## config.mk

```make
export PLATFORM = sky130hd
export DESIGN_NAME = message_ring_buffer_writer_flat
export DESIGN_NICKNAME = d
export VERILOG_FILES = /design/src/sv/mrbw_pkg.sv /design/src/sv/mrbw_stream_if.sv /design/src/sv/mrbw_in_stage.sv /design/src/sv/mrbw_store.sv /design/src/sv/mrbw_core.sv /design/src/sv/message_ring_buffer_writer.sv /design/src/flat_wrapper.sv
export SDC_FILE = /design/constraint.sdc
export NUM_CORES = 1
export LEC_CHECK = 0
export ABC_AREA = 0
export BUFFER_PORTS_ARGS = -buffer_cell sky130_fd_sc_hd__buf_2
export CAP_MARGIN = 10
export CORE_MARGIN = 2
export CORE_UTILIZATION = 60
export DETAILED_ROUTE_END_ITERATION = 6
export HOLD_SLACK_MARGIN = 0.1
export PLACE_DENSITY = 0.86
export SLEW_MARGIN = 20
export SYNTH_ARGS = -nofsm -noshare
export SYNTH_HDL_FRONTEND = slang
export SYNTH_SLANG_ARGS = --single-unit
```

## constraint.sdc

```tcl
create_clock -name clk -period 11.9 [get_ports clk]
set_input_delay 1.785 -clock clk [delete_from_list [all_inputs] [get_ports clk]]
set_output_delay 1.785 -clock clk [all_outputs]
set_load 0.05 [all_outputs]
```

## src/sv/mrbw_pkg.sv

```systemverilog
package mrbw_pkg;

    localparam int LENGTH_W    = 13;
    localparam int POSITION_W  = 12;
    localparam int FILL_W      = 8;
    localparam int FILL_SHIFT  = 7;

    localparam logic              CMD_BYTE     = 1'b0;
    localparam logic              CMD_SET_READ = 1'b1;
    localparam logic [FILL_W-1:0] FILL_EMPTY   = 8'd0;
    localparam logic [FILL_W-1:0] FILL_FULL    = 8'd128;

    typedef struct packed {
        logic                  command;
        logic [7:0]            data_byte;
        logic [LENGTH_W-1:0]   message_length;
        logic                  first_of_message;
        logic [POSITION_W-1:0] new_read_position;
    } item_t;

    typedef struct packed {
        logic                  message_accepted;
        logic [FILL_W-1:0]     fill_level;
        logic [POSITION_W-1:0] write_position;
    } result_t;

endpackage

```

## src/sv/mrbw_stream_if.sv

```systemverilog
interface mrbw_stream_if #(
    parameter type payload_t = logic
);
    logic     valid;
    logic     ready;
    payload_t payload;

    modport source (output valid, output payload, input ready);
    modport sink (input valid, input payload, output ready);
endinterface

```

## src/sv/mrbw_in_stage.sv

```systemverilog
module mrbw_in_stage (
    input  logic                clk,
    input  logic                rst_n,
    mrbw_stream_if.sink         items,
    input  logic                advance,
    output logic                item_valid,
    output mrbw_pkg::item_t     item
);

    logic            valid_reg;
    logic            valid_next;
    mrbw_pkg::item_t item_reg;
    logic            take;

    // stage empties whenever the core moves on, so one request per cycle unless the results are stalled
    assign items.ready = !valid_reg || advance;
    assign take        = items.valid && items.ready;

    always_comb
    begin
        valid_next = valid_reg;
        if (take)
        begin
            valid_next = 1'b1;
        end
        else if (advance)
        begin
            valid_next = 1'b0;
        end
    end

    always_ff @(posedge clk or negedge rst_n)
    begin
        if (!rst_n)
        begin
            valid_reg <= 1'b0;
        end
        else
        begin
            valid_reg <= valid_next;
        end
    end

    always_ff @(posedge clk)
    begin
        if (take)
        begin
            item_reg <= items.payload;
        end
    end

    assign item_valid = valid_reg;
    assign item       = item_reg;

endmodule

```

## src/sv/mrbw_store.sv

```systemverilog
module mrbw_store #(
    parameter int DEPTH  = 4096,
    parameter int ADDR_W = 12
) (
    input  logic              clk,
    input  logic              wr_en,
    input  logic [ADDR_W-1:0] wr_addr,
    input  logic [7:0]        wr_data
);

    logic [7:0] mem [DEPTH];

    always_ff @(posedge clk)
    begin
        if (wr_en)
        begin
            mem[wr_addr] <= wr_data;
        end
    end

endmodule

```

## src/sv/mrbw_core.sv

```systemverilog
module mrbw_core #(
    parameter int PTR_W = 12
) (
    input  logic                clk,
    input  logic                rst_n,
    input  logic                item_valid,
    input  mrbw_pkg::item_t     item,
    output logic                advance,
    output logic                wr_en,
    output logic [PTR_W-1:0]    wr_addr,
    output logic [7:0]          wr_data,
    mrbw_stream_if.source       results
);

    localparam int LEN_W = mrbw_pkg::LENGTH_W;
    localparam int POS_W = mrbw_pkg::POSITION_W;
    localparam int CMP_W = (PTR_W > LEN_W) ? PTR_W : LEN_W;
    localparam int EXT_W = (PTR_W > POS_W) ? PTR_W : POS_W;
    localparam int SCL_W = PTR_W + mrbw_pkg::FILL_SHIFT;

    logic [PTR_W-1:0] pw_reg, pw_next;
    logic [PTR_W-1:0] rp_reg, rp_next;
    logic [PTR_W-1:0] wc_reg, wc_next;
    logic [LEN_W-1:0] rem_reg, rem_next;
    logic             ok_reg, ok_next;
    logic             out_valid_reg, out_valid_next;
    mrbw_pkg::result_t result_reg, result_next;

    logic             go;
    logic             accepted;
    logic             ok_v;
    logic [PTR_W-1:0] cur;
    logic [LEN_W-1:0] rem;
    logic [PTR_W-1:0] free_now;
    logic [PTR_W-1:0] free_after;
    logic [EXT_W-1:0] rd_ext;
    logic [EXT_W-1:0] wp_ext;
    logic [SCL_W-1:0] scaled;
    logic [mrbw_pkg::FILL_W-1:0] fill;

    assign advance = !out_valid_reg || results.ready;
    assign go      = item_valid && advance;
    assign wr_data = item.data_byte;
    assign rd_ext  = EXT_W'(item.new_read_position);

    // free space is (read - write - 1) mod size, natural wrap of the pointer width
    assign free_now = rp_reg - pw_reg - PTR_W'(1);

    always_comb
    begin
        pw_next  = pw_reg;
        rp_next  = rp_reg;
        wc_next  = wc_reg;
        rem_next = rem_reg;
        ok_next  = ok_reg;
        ok_v     = ok_reg;
        cur      = wc_reg;
        rem      = rem_reg;
        accepted = 1'b0;
        wr_en    = 1'b0;
        wr_addr  = wc_reg;
        if (go)
        begin
            if (item.command == mrbw_pkg::CMD_SET_READ)
            begin
                rp_next = rd_ext[PTR_W-1:0];
            end
            else
            begin
                if (item.first_of_message)
                begin
                    // length + 1 <= free
                    if (CMP_W'(item.message_length) < CMP_W'(free_now))
                    begin
                        ok_v     = 1'b1;
                        cur      = pw_reg;
                        rem      = item.message_length;
                        accepted = 1'b1;
                    end
                    else
                    begin
                        ok_v = 1'b0;
                        rem  = '0;
                    end
                end
                if (ok_v && (rem != '0))
                begin
                    wr_en    = 1'b1;
                    wr_addr  = cur;
                    cur      = cur + PTR_W'(1);
                    rem      = rem - LEN_W'(1);
                    accepted = 1'b1;
                    // publish only once the last byte is in
                    if (rem == '0)
                    begin
                        pw_next = cur;
                    end
                end
                ok_next  = ok_v;
                wc_next  = cur;
                rem_next = rem;
            end
        end
    end

    // fill level from the state as left by this request
    assign free_after = rp_next - pw_next - PTR_W'(1);
    assign scaled     = {free_after, mrbw_pkg::FILL_SHIFT'(0)} >> PTR_W;
    assign wp_ext     = EXT_W'(pw_next);

    always_comb
    begin
        if (pw_next == rp_next)
        begin
            fill = mrbw_pkg::FILL_EMPTY;
        end
        else
        begin
            fill = mrbw_pkg::FILL_FULL - mrbw_pkg::FILL_W'(scaled);
        end
    end

    always_comb
    begin
        result_next                  = result_reg;
        out_valid_next               = out_valid_reg;
        if (go)
        begin
            result_next.message_accepted = accepted;
            result_next.fill_level       = fill;
            result_next.write_position   = wp_ext[POS_W-1:0];
            out_valid_next               = 1'b1;
        end
        else if (results.ready)
        begin
            out_valid_next = 1'b0;
        end
    end

    always_ff @(posedge clk or negedge rst_n)
    begin
        if (!rst_n)
        begin
            pw_reg        <= '0;
            rp_reg        <= '0;
            wc_reg        <= '0;
            rem_reg       <= '0;
            ok_reg        <= 1'b0;
            out_valid_reg <= 1'b0;
        end
        else
        begin
            pw_reg        <= pw_next;
            rp_reg        <= rp_next;
            wc_reg        <= wc_next;
            rem_reg       <= rem_next;
            ok_reg        <= ok_next;
            out_valid_reg <= out_valid_next;
        end
    end

    always_ff @(posedge clk)
    begin
        result_reg <= result_next;
    end

    assign results.valid   = out_valid_reg;
    assign results.payload = result_reg;

endmodule

```

## src/sv/message_ring_buffer_writer.sv

```systemverilog
// Byte ring buffer that stores whole messages or none of them. A request is either a message
// byte (the first one carries the length, and the message is taken only if length + 1 fits in
// the free space) or a new read position from the reader. Every request gives one result with
// the accepted flag, the fill level scaled 0 (empty) to 128 (full) and the published write
// position, which moves only after the last byte of a message. One request is taken every
// cycle unless the result register is stalled. A request goes through an input register, then
// a single pass through the pointer update and fill scaling into the result register.
// RING_DEPTH must be a power of two; positions wrap at the pointer width.
module message_ring_buffer_writer #(
    parameter int RING_DEPTH = 4096
) (
    input  logic          clk,
    input  logic          rst_n,
    mrbw_stream_if.sink   items,
    mrbw_stream_if.source results
);

    localparam int PTR_W = $clog2(RING_DEPTH);

    logic              advance;
    logic              item_valid;
    mrbw_pkg::item_t   item;
    logic              wr_en;
    logic [PTR_W-1:0]  wr_addr;
    logic [7:0]        wr_data;

    mrbw_in_stage u_in_stage (
        .clk        (clk),
        .rst_n      (rst_n),
        .items      (items),
        .advance    (advance),
        .item_valid (item_valid),
        .item       (item)
    );

    mrbw_core #(
        .PTR_W       (PTR_W)
    ) u_core (
        .clk        (clk),
        .rst_n      (rst_n),
        .item_valid (item_valid),
        .item       (item),
        .advance    (advance),
        .wr_en      (wr_en),
        .wr_addr    (wr_addr),
        .wr_data    (wr_data),
        .results    (results)
    );

    mrbw_store #(
        .DEPTH  (RING_DEPTH),
        .ADDR_W (PTR_W)
    ) u_store (
        .clk     (clk),
        .wr_en   (wr_en),
        .wr_addr (wr_addr),
        .wr_data (wr_data)
    );

endmodule

```

## src/flat_wrapper.sv

```systemverilog
// flat-port wrapper written by rule: the top's interface ports become plain ports
module message_ring_buffer_writer_flat 
#(
    parameter int RING_DEPTH = 4096
)
  (clk, rst_n, items_valid, items_payload, items_ready, results_valid, results_payload, results_ready);
  mrbw_stream_if #(.payload_t(mrbw_pkg::item_t)) items_i ();
  mrbw_stream_if #(.payload_t(mrbw_pkg::result_t)) results_i ();
  input  logic clk;
  input  logic rst_n;
  input wire logic [$bits(items_i.valid)-1:0] items_valid;
  input wire logic [$bits(items_i.payload)-1:0] items_payload;
  output wire logic [$bits(items_i.ready)-1:0] items_ready;
  output wire logic [$bits(results_i.valid)-1:0] results_valid;
  output wire logic [$bits(results_i.payload)-1:0] results_payload;
  input wire logic [$bits(results_i.ready)-1:0] results_ready;
  assign items_i.valid = items_valid;
  assign items_i.payload = items_payload;
  assign items_ready = items_i.ready;
  assign results_valid = results_i.valid;
  assign results_payload = results_i.payload;
  assign results_i.ready = results_ready;
  message_ring_buffer_writer #(.RING_DEPTH(RING_DEPTH)) u_core (.clk(clk), .rst_n(rst_n), .items(items_i), .results(results_i));
endmodule
```

==> impl_results.md, run 1 <==
* Status: completed
* Global Route Usage Sum at 0.312
* Clk network pwr share at 0.200
* Largest family of logic cells by synthesized area: compound AO/OA/AOI/OAI gates
* RSZ-0062 raised after global routing: no
* Final Hold Fails at 0
* Routed WL at 19.4 mm
* Final instance area at between 7000 and 8000 um2
* Post-Layout Cell Count at just under 1000
* Mapped Cells at 773
* Critical path peak fanout at 20
* Drt wl/cell at 20.2 um
* First-pass GRT wire length at ~31 mm
* Pleak at 3.15 nW
* Share of total power in combinational logic at 0.450
* Final setup TNS at 0 ps
* Minimum clock period at 10010 ps
* EDFF count, synth at 48
* Vias in the first global route at between 6000 and 7000
* Die Ht at roughly 110 um
* # IOs at a little over 60
* CTS max path bufs at 2
* Layout Nets at 895
* Xor/xnor share of the synthesized area at 0.0262
* Full die area at 12600 um2
* Gr ovfl total at 0
* Largest net degree at the start of global routing at 53
* Layout cell share with drive strength beyond 1 at 0.145
* Post-Syn Nets at 853
* Syn Std Cell Area at 7030 um2
* Max VDD drop at 0.177 mV
* Adder-cell share of the synthesized area at 0.0741
* CP max stage delay at around 400 ps
* TritonCTS clock tree: yes
* Setup bufs post-CTS at 0
* Util after Layout at 0.675
* Input/output buffers at 53
* Hold Buf Count CTS at 0
* Max FFs per register at 27
* Mux contribution to synthesized area at 0.0452
* Maximum clock frequency at 99.9 MHz
* Dpl cell area at roughly 7400 um2
* Max-Cap Viols at 0
* Tot Pwr at 1.47 mW
* Main synth FF type: dfrtp_1
* Int Pwr at 0.826 mW
* CP startpoint kind: flop
* Clk_lat worst skew at 370 ps
* Initial Util at 0.615
* Root Driver: clkbuf_16
* Placed insts at 947
* Pwr/cell area at 191 nW/um2
* CP arrival at 10190 ps
* Via count at 6454
* Synth Area in Compound Gates at 0.218
* CTS sink count at 100
* HPWL Detailed at 13.7 mm
* Mapped Avg Cell Area at 9.09 um2
* Pins over their slew limit at 0
* Pre-Repair DR Iteration Count at 5
* Area Growth Syn to Fin at 9.63%
* CP Class: reg -> reg
* Tcrit/Tclk final at 0.842
* Yosys reg bits at 100
* Yosys warns at 0
* Post-Synth Simple-Gate Area at 0.203
* DRC viols at 0
* Placer Congestion at 0.946
* Antenna Nets Post-Route at 0
* Sw Share at 0.440
* Req. time, crit path at 12070 ps
* Seq pwr share at 0.349
* CP Capture Type: flop
* Post-synth ARST share at 0.520
* Most common cell on crit path: a21oi_1
* Core area at 11400 um2
* CTS buffer count at 9
* Max-slew headroom at 0.486
* Die extent in x at 112 um
* Sequential share of the synthesized area at 0.390
* CTS resizes at 0
* Setup-failing EPs final at 0
* # rows at 39
* Worst-Margin Slew at ~760 ps
* Ant diodes at 0
* Initial antenna violation count at 0
* # H-tree levels at 3
* CP max-delay cell: dfrtp_1
* Tightest Hold Check Type: reg -> reg
* 1st-iter DRT viols at 607
* Clock Skew at 13.8 ps
* Sw power at around 0.65 mW
* Clk pin slew, worst setup/hold paths at 70 ps
* Vias per cell at 6.70
* Synth cell types at ~80
==> power groups by stage <==
stage | registers [mW] | clock network [mW] | logic (mW)
after detailed placement | 0.518 | 0 | 0.637
after floorplan | 0.537 | 0 | 0.454
after CTS | 0.512 | 0.300 | 0.647
final | 0.515 | 0.296 | 0.664
after global routing | 0.524 | 0.310 | 0.723
after global placement | 0.513 | 0 | 0.607
==> final cells by class <==
cell class / count / area, um2
clock buffers: 9 / 225
clock inverters: 7 / 68.8
fillers: 885 / 3710
inverters: 46 / 173
multi-input cells: 596 / 3980
flip-flops and latches: 100 / 2740
well taps: 143 / 179
repair buffers: 62 / 333
==> cell usage after synthesis, types with 16 or more instances <==
master,number,share of area
edfxtp_1,48,0.21
dfrtp_1,52,0.19
ha_1,40,0.071
nand3_1,19,0.014
o21ai_0,59,0.042
a21oi_1,57,0.041
clkbuf_1,17,0.0091
inv_1,44,0.024
nand2b_1,16,0.014
nand2_1,70,0.037
mux2i_1,16,0.023
a211oi_1,18,0.019
nor3_1,20,0.014
nor2_1,75,0.040
==> layer usage <==
layer	up-vias	GRT usage	wire length, um
li1	2956	-	-
met5	-	0	0
met4	0	0.123	636
met3	57	0.0756	1790
met1	3068	0.419	8060
met2	373	0.493	8920
==> cells by family (layout without fill, tap and decap cells) <==
family                     after synthesis  count (layout)
and+or+nand+nor                        277             277
muxes                                   30              30
DFF                                    100             100
adders and majority gates               41              41
buffers and inverters                   77             124
AOI/OAI and AO/OA                      227             227
xor gates and xnor gates                21              21
==> cell usage in the layout (no fill, tap or decap), drive strengths merged, types with 9 or more instances in the layout <==
| cell type | count |
|---|---|
| nand3 | 19 |
| nand4 | 10 |
| clkbuf | 9 |
| mux2 | 14 |
| a21oi | 58 |
| nand2 | 71 |
| nor3 | 23 |
| inv | 48 |
| o21ai | 60 |
| mux2i | 16 |
| xnor2 | 14 |
| a21o | 15 |
| edfxtp | 48 |
| a211oi | 19 |
| buf | 62 |
| nand2b | 16 |
| nor2b | 13 |
| ha | 40 |
| nor2 | 75 |
| dfrtp | 52 |
==> through the flow <==
step,hold WS (ps),worst slack [ps]
2_1_floorplan,463,2780
3_5_place_dp,488,2290
4_1_cts,504,2150
5_1_grt,524,1360
3_3_place_gp,479,2600
6_report,505,1890
==> worst paths after layout <==
kind                                              startpoint  slack [ps]                                end  cells after the start
max in group asynchronous                              rst_n        9840           u_core.u_core.pw_reg[10]                      2
worst min-delay path            u_core.u_in_stage.item_valid         500        u_core.u_core.results.valid                      1
worst min register to register  u_core.u_in_stage.item_valid         500        u_core.u_core.results.valid                      1
min in group asynchronous                              rst_n        1570           u_core.u_core.rem_reg[1]                      2
worst max-delay path                 u_core.u_core.pw_reg[1]        1890  u_core.u_core.results.payload[16]                     43
worst max register to register       u_core.u_core.pw_reg[1]        1890  u_core.u_core.results.payload[16]                     43
==> critical path, delay by kind of cell, from the launching register on <==
family	cells	cell delay [ps]
AO/OA/AOI/OAI	23	5370
AND/OR/NAND/NOR	9	1550
adder cells (fa/ha/maj)	5	1550
buffers and inverters	3	470
flip-flops	1	410
XOR/XNOR	2	350
multiplexers	1	100
No activity file was read; power rests on OpenSTA's default activity.
==> run 2, diff against run 1 <==
clock period = 9.8 ns   (was 11.9 ns; I/O delays follow)
==> run 2 against run 1 <==
  * Cell area grew 1.4%
  * Critical path type unchanged
  * Non-clock buffer count grew 6
  * Critical endpoint is now u_core.u_core.results.payload[18]
  * Sequential power grew 22%
==> impl_results.md, run 2 (synthesis results as in run 1) <==
* Clock Skew at slightly above 6 ps
* Antenna Nets Post-Route at 0
* Worst hold slack at between 500 and 600 ps
* Full die area at 12600 um2
* Die Ht at 112 um
* Clk network pwr share at 0.213
* CP max stage delay at 460 ps
* Req. time, crit path at 10010 ps
* Share of total power in combinational logic at 0.445
* Final Hold Fails at 0
* Largest net degree at the start of global routing at 58
* Sw power at 0.769 mW
* Pwr/cell area at between 200 and 250 nW/um2
* Area Growth Syn to Fin at 11.2%
* CP Capture Type: flop
* Ant diodes at 0
* CTS buffer count at 9
* Seq pwr share at 0.342
* Max-Cap Viols at 0
* Max-slew headroom at 0.502
* Worst-Margin Slew at between 700 and 800 ps
* DRC viols at 0
* Maximum clock frequency at 107 MHz
* Setup-failing EPs final at 0
* Initial Util at 0.615
* CTS sink count at 100
* CP Class: reg -> reg
* CP delay by family, top: compound AO/OA/AOI/OAI gates
* CP max-delay cell: a2111o_1
* Tightest Hold Check Type: reg -> reg
* Clk_lat worst skew at around 360 ps
* # rows at 39
* Drt wl/cell at 20.3 um
* HPWL Detailed at 13.7 mm
* TritonCTS clock tree: yes
* Util after Layout at 0.684
* Vias in the first global route at approximately 6200
* Most common cell on crit path: a21oi_1
* Status: completed
* Core area at 11400 um2
* CP arrival at 9530 ps
* Most frequent cells in the layout: nor2_1 (73), nand2_1 (70), o21ai_0 (58), a21oi_1 (56), buf_2 (53)
* Minimum clock period at 9320 ps
* Tot Pwr at 1.84 mW
* CP bufs+invs at 4
* Pleak at 3.19 nW
* Sw Share at 0.419
* Via count at approximately 6400
* Root Driver: clkbuf_16
* CTS max path bufs at 2
* Max VDD drop at 0.193 mV
* Die extent in x at approximately 110 um
* Pins over their slew limit at 0
* # IOs at 62
* Clk pin slew, worst setup/hold paths at 70 ps
* First-pass GRT wire length at 31.7 mm
* Layout Nets at 901
* Gr ovfl total at 0
* CP startpoint kind: flop
* Global Route Usage Sum at 0.318
* Final setup TNS at 0 ps
* Max FFs per register at 27
* Routed WL at slightly below 20 mm
* Layout cell share with drive strength beyond 1 at 0.160
* Setup ws final at 480 ps
* Critical path peak fanout at 6
* Most common cell after layout, fill and taps aside: nor2_1
* 1st-iter DRT viols at 624
* Input/output buffers at 53
* Vias per cell at 6.61
* # H-tree levels at 3
* Int Pwr at 1.07 mW
* Initial antenna violation count at 0
* Pre-Repair DR Iteration Count at 6
* Pre-CTS setup slack at 345 ps
* Tcrit/Tclk final at 0.951
* Hold Buf Count CTS at 0
* Placer Congestion at between 0.9 and 1
run 2: cell types whose count changed in the layout (fill, tap and decap cells not counted), sizes merged:
| cell | previous run | this run |
|---|---|---|
| clkinvlp | 1 | 0 |
| clkbuf | 9 | 11 |
| buf | 62 | 68 |
| inv | 48 | 45 |
| bufinv | 0 | 2 |
run 2: area by class of cell:
class / instances / area [um2]
inverters: 46 / 173
well taps: 143 / 179
clock inverters: 5 / 86.3
flip-flops and latches: 100 / 2740
fillers: 911 / 3600
multi-input cells: 596 / 4020
clock buffers: 11 / 233
repair buffers: 68 / 382
run 2: stage by stage:
| stage | std cells | area [um2] |
|---|---|---|
| 2_1_floorplan | 773 | 7030 |
| 3_3_place_gp | 947 | 7410 |
| 3_5_place_dp | 947 | 7410 |
| 4_1_cts | 963 | 7730 |
| 5_1_grt | 969 | 7820 |
| 6_report | 969 | 7820 |
run 2: power by group through the flow:
stage,clock network (mW),registers [mW],logic [mW]
detailed placement,0,0.628,0.773
floorplan,0,0.652,0.551
global placement,0,0.624,0.740
global route,0.407,0.637,0.894
finish,0.391,0.627,0.816
CTS,0.391,0.621,0.781
run 2: layer usage:
layer | vias to the layer above | wire, um | GRT usage
met1 | 3046 | 7980 | 0.430
met3 | 57 | 2060 | 0.0767
met5 | - | 0 | 0
met4 | 0 | 597 | 0.131
met2 | 365 | 9060 | 0.494
li1 | 2940 | - | -
run 2: path summary, 6_finish.rpt:
| kind | to | startpoint | slack (ps) | cells past startpoint |
|---|---|---|---|---|
| max | u_core.u_core.results.payload[18] | u_core.u_core.pw_reg[1] | 480 | 43 |
| min | u_core.u_core.rp_reg[9] | u_core.u_in_stage.item[9] | 500 | 1 |
| max reg2reg | u_core.u_core.results.payload[18] | u_core.u_core.pw_reg[1] | 480 | 43 |
| min reg2reg | u_core.u_core.rp_reg[9] | u_core.u_in_stage.item[9] | 500 | 1 |
| max in group asynchronous | u_core.u_core.pw_reg[10] | rst_n | 8070 | 2 |
| min in group asynchronous | u_core.u_core.rem_reg[0] | rst_n | 1230 | 2 |
run 2: timing repair:
item / CTS / global route
endpoints found under the setup margin: 0 / 7
setup buffers: 0 / 6
gates resized for setup: 0 / 12
==> run 3, diff against run 2 <==
CORE_UTILIZATION = 55   (was 60)
PLACE_DENSITY = 0.81   (was 0.86)
==> run 3 against run 2 <==
  * Worst setup slack improved by 150 ps
  * Routed wire length decreased by 10%
  * Count of clock-buffer cells in the layout increased by 2
  * Power decreased by 5.1%
  * Non-clock buffer count decreased by 4
  * Via count decreased by 3.9%
  * Utilization decreased by 6.6 points
  * First-iteration DRC count decreased by 14%
==> impl_results.md, run 3 (synthesis results as in run 1) <==
* Vias per cell at 6.20
* 1st-iter DRT viols at about 540
* CP delay by family, top: compound AO/OA/AOI/OAI gates
* Core area at 12600 um2
* Layout cell share with drive strength beyond 1 at 0.152
* CTS sink count at 100
* Full die area at between 10000 and 15000 um2
* HPWL Detailed at around 13 mm
* Max VDD drop at 0.132 mV
* Max FFs per register at 27
* Hold Buf Count CTS at 0
* Gr ovfl total at 0
* Status: completed
* CP Class: reg -> reg
* Clk_lat worst skew at 350 ps
* DRC viols at 0
* Setup-failing EPs final at 0
* Die Ht at ~120 um
* Initial antenna violation count at 0
* Area Growth Syn to Fin at 10.6%
* CP arrival at between 9000 and 10000 ps
* CP max-delay cell: dfrtp_1
* Layout Nets at 897
* Antenna Nets Post-Route at 0
* Sw Share at 0.423
* Pleak at 3.15 nW
* CP bufs+invs at 4
* Most frequent cells in the layout: nor2_1 (73), nand2_1 (70), o21ai_0 (59), a21oi_1 (56), buf_2 (53)
* Drt wl/cell at 17.7 um
* Tcrit/Tclk final at 0.936
* Global Route Usage Sum at 0.273
* # rows at a little over 40
* CTS buffer count at 9
* Share of total power in combinational logic at 0.450
* Clk pin slew, worst setup/hold paths at around 70 ps
* Via count at 6159
* Clk network pwr share at 0.189
* Worst-Margin Slew at 752 ps
* Critical path peak fanout at 16
* Seq pwr share at 0.362
* Minimum clock period at around 9200 ps
* CTS max path bufs at 2
* CP max stage delay at 450 ps
* Initial Util at 0.559
* Pwr/cell area at 224 nW/um2
* Ant diodes at 0
* Die extent in x at 117 um
* Req. time, crit path at 10000 ps
* Int Pwr at 1.00 mW
* Most common cell after layout, fill and taps aside: nor2_1
* Post-Layout Cell Count at between 900 and 1000
* Max-slew headroom at 0.496
* Most common cell on crit path: a21oi_1
* Root Driver: clkbuf_16
* TritonCTS clock tree: yes
* Largest net degree at the start of global routing at 53
* CP Capture Type: flop
* # H-tree levels at 3
* Placed insts at 977
* Pins over their slew limit at 0
* Pre-Repair DR Iteration Count at 6
* Placer Congestion at 0.958
* Sw power at between 0.7 and 0.8 mW
* Input/output buffers at 53
* Vias in the first global route at between 5000 and 6000
* Final Hold Fails at 0
* Maximum clock frequency at between 100 and 150 MHz
* Worst hold slack at roughly 510 ps
* Routed WL at 17.6 mm
* Tightest Hold Check Type: reg -> reg
* First-pass GRT wire length at 28.7 mm
* CP startpoint kind: flop
* Max-Cap Viols at 0
* Clock Skew at 8.23 ps
* # IOs at 62
## run 3: cell types whose count changed in the layout (fill, tap and decap cells not counted), sizes merged
cell	change
clkinvlp	+1
bufinv	-2
clkbuf	+2
clkinv	-1
buf	-4
## run 3: worst paths after layout
| check | end | from | depth (start not counted) | slack [ps] |
|---|---|---|---|---|
| hold / removal | u_core.u_core.results.valid | u_core.u_in_stage.item_valid | 1 | 510 |
| setup / recovery | u_core.u_core.results.payload[18] | u_core.u_core.pw_reg[1] | 42 | 630 |
| min in group asynchronous | u_core.u_core.rem_reg[5] | rst_n | 2 | 1250 |
| setup reg to reg | u_core.u_core.results.payload[18] | u_core.u_core.pw_reg[1] | 42 | 630 |
| hold reg to reg | u_core.u_core.results.valid | u_core.u_in_stage.item_valid | 1 | 510 |
| max in group asynchronous | u_core.u_core.pw_reg[10] | rst_n | 2 | 8080 |
## run 3: layout make-up
class | count | area (um2)
Inverter | 46 | 173
Multi-Input combinational cell | 596 | 4020
Clock inverter | 3 | 25.0
Timing Repair Buffer | 64 | 352
Clock buffer | 13 | 240
Sequential cell | 100 | 2740
Tap cell | 172 | 215
Fill cell | 1019 | 4800
## run 3: power groups by stage
stage | registers [mW] | logic [mW] | clock network (mW)
floorplan | 0.652 | 0.551 | 0
global placement | 0.627 | 0.740 | 0
detailed placement | 0.628 | 0.755 | 0
CTS | 0.622 | 0.761 | 0.331
global route | 0.639 | 0.867 | 0.347
finish | 0.629 | 0.783 | 0.328
## run 3: metal layers
metal  vias to the layer above  global-route usage  wire length (um)
met5                         -                   0                 0
met4                         0               0.101               457
met3                        35              0.0510              1650
met2                       316               0.421              7810
met1                      2863               0.385              7720
li1                       2945                   -                 -
## run 3: worst reg2reg max path, delay by kind of cell, from the launching register on
kind / cells / cell delay, ps
compound gates: 20 / 4690
xor+xnor: 1 / 120
fa+ha+maj: 4 / 1310
buf+inv: 4 / 580
flops: 1 / 450
mux: 2 / 320
simple gates: 11 / 1590
## run 3: repair_timing
| action | CTS | global route |
|---|---|---|
| buffers inserted | 0 | 1 |
| gates resized for setup | 0 | 10 |
| hold endpoints to repair | 0 | 0 |
| setup endpoints to repair | 0 | 7 |
## run 3: stage by stage
stage | area [um2] | total power [mW] | TNS, ps | util | setup slack, ps
finish | 7770 | 1.74 | 0 | 0.618 | 629
global placement | 7450 | 1.37 | 0 | 0.593 | 649
detailed placement | 7450 | 1.38 | 0 | 0.593 | 545
global route | 7770 | 1.85 | -21.4 | 0.618 | -21.4
CTS | 7720 | 1.71 | 0 | 0.614 | 468
floorplan | 7030 | 1.20 | 0 | - | 678
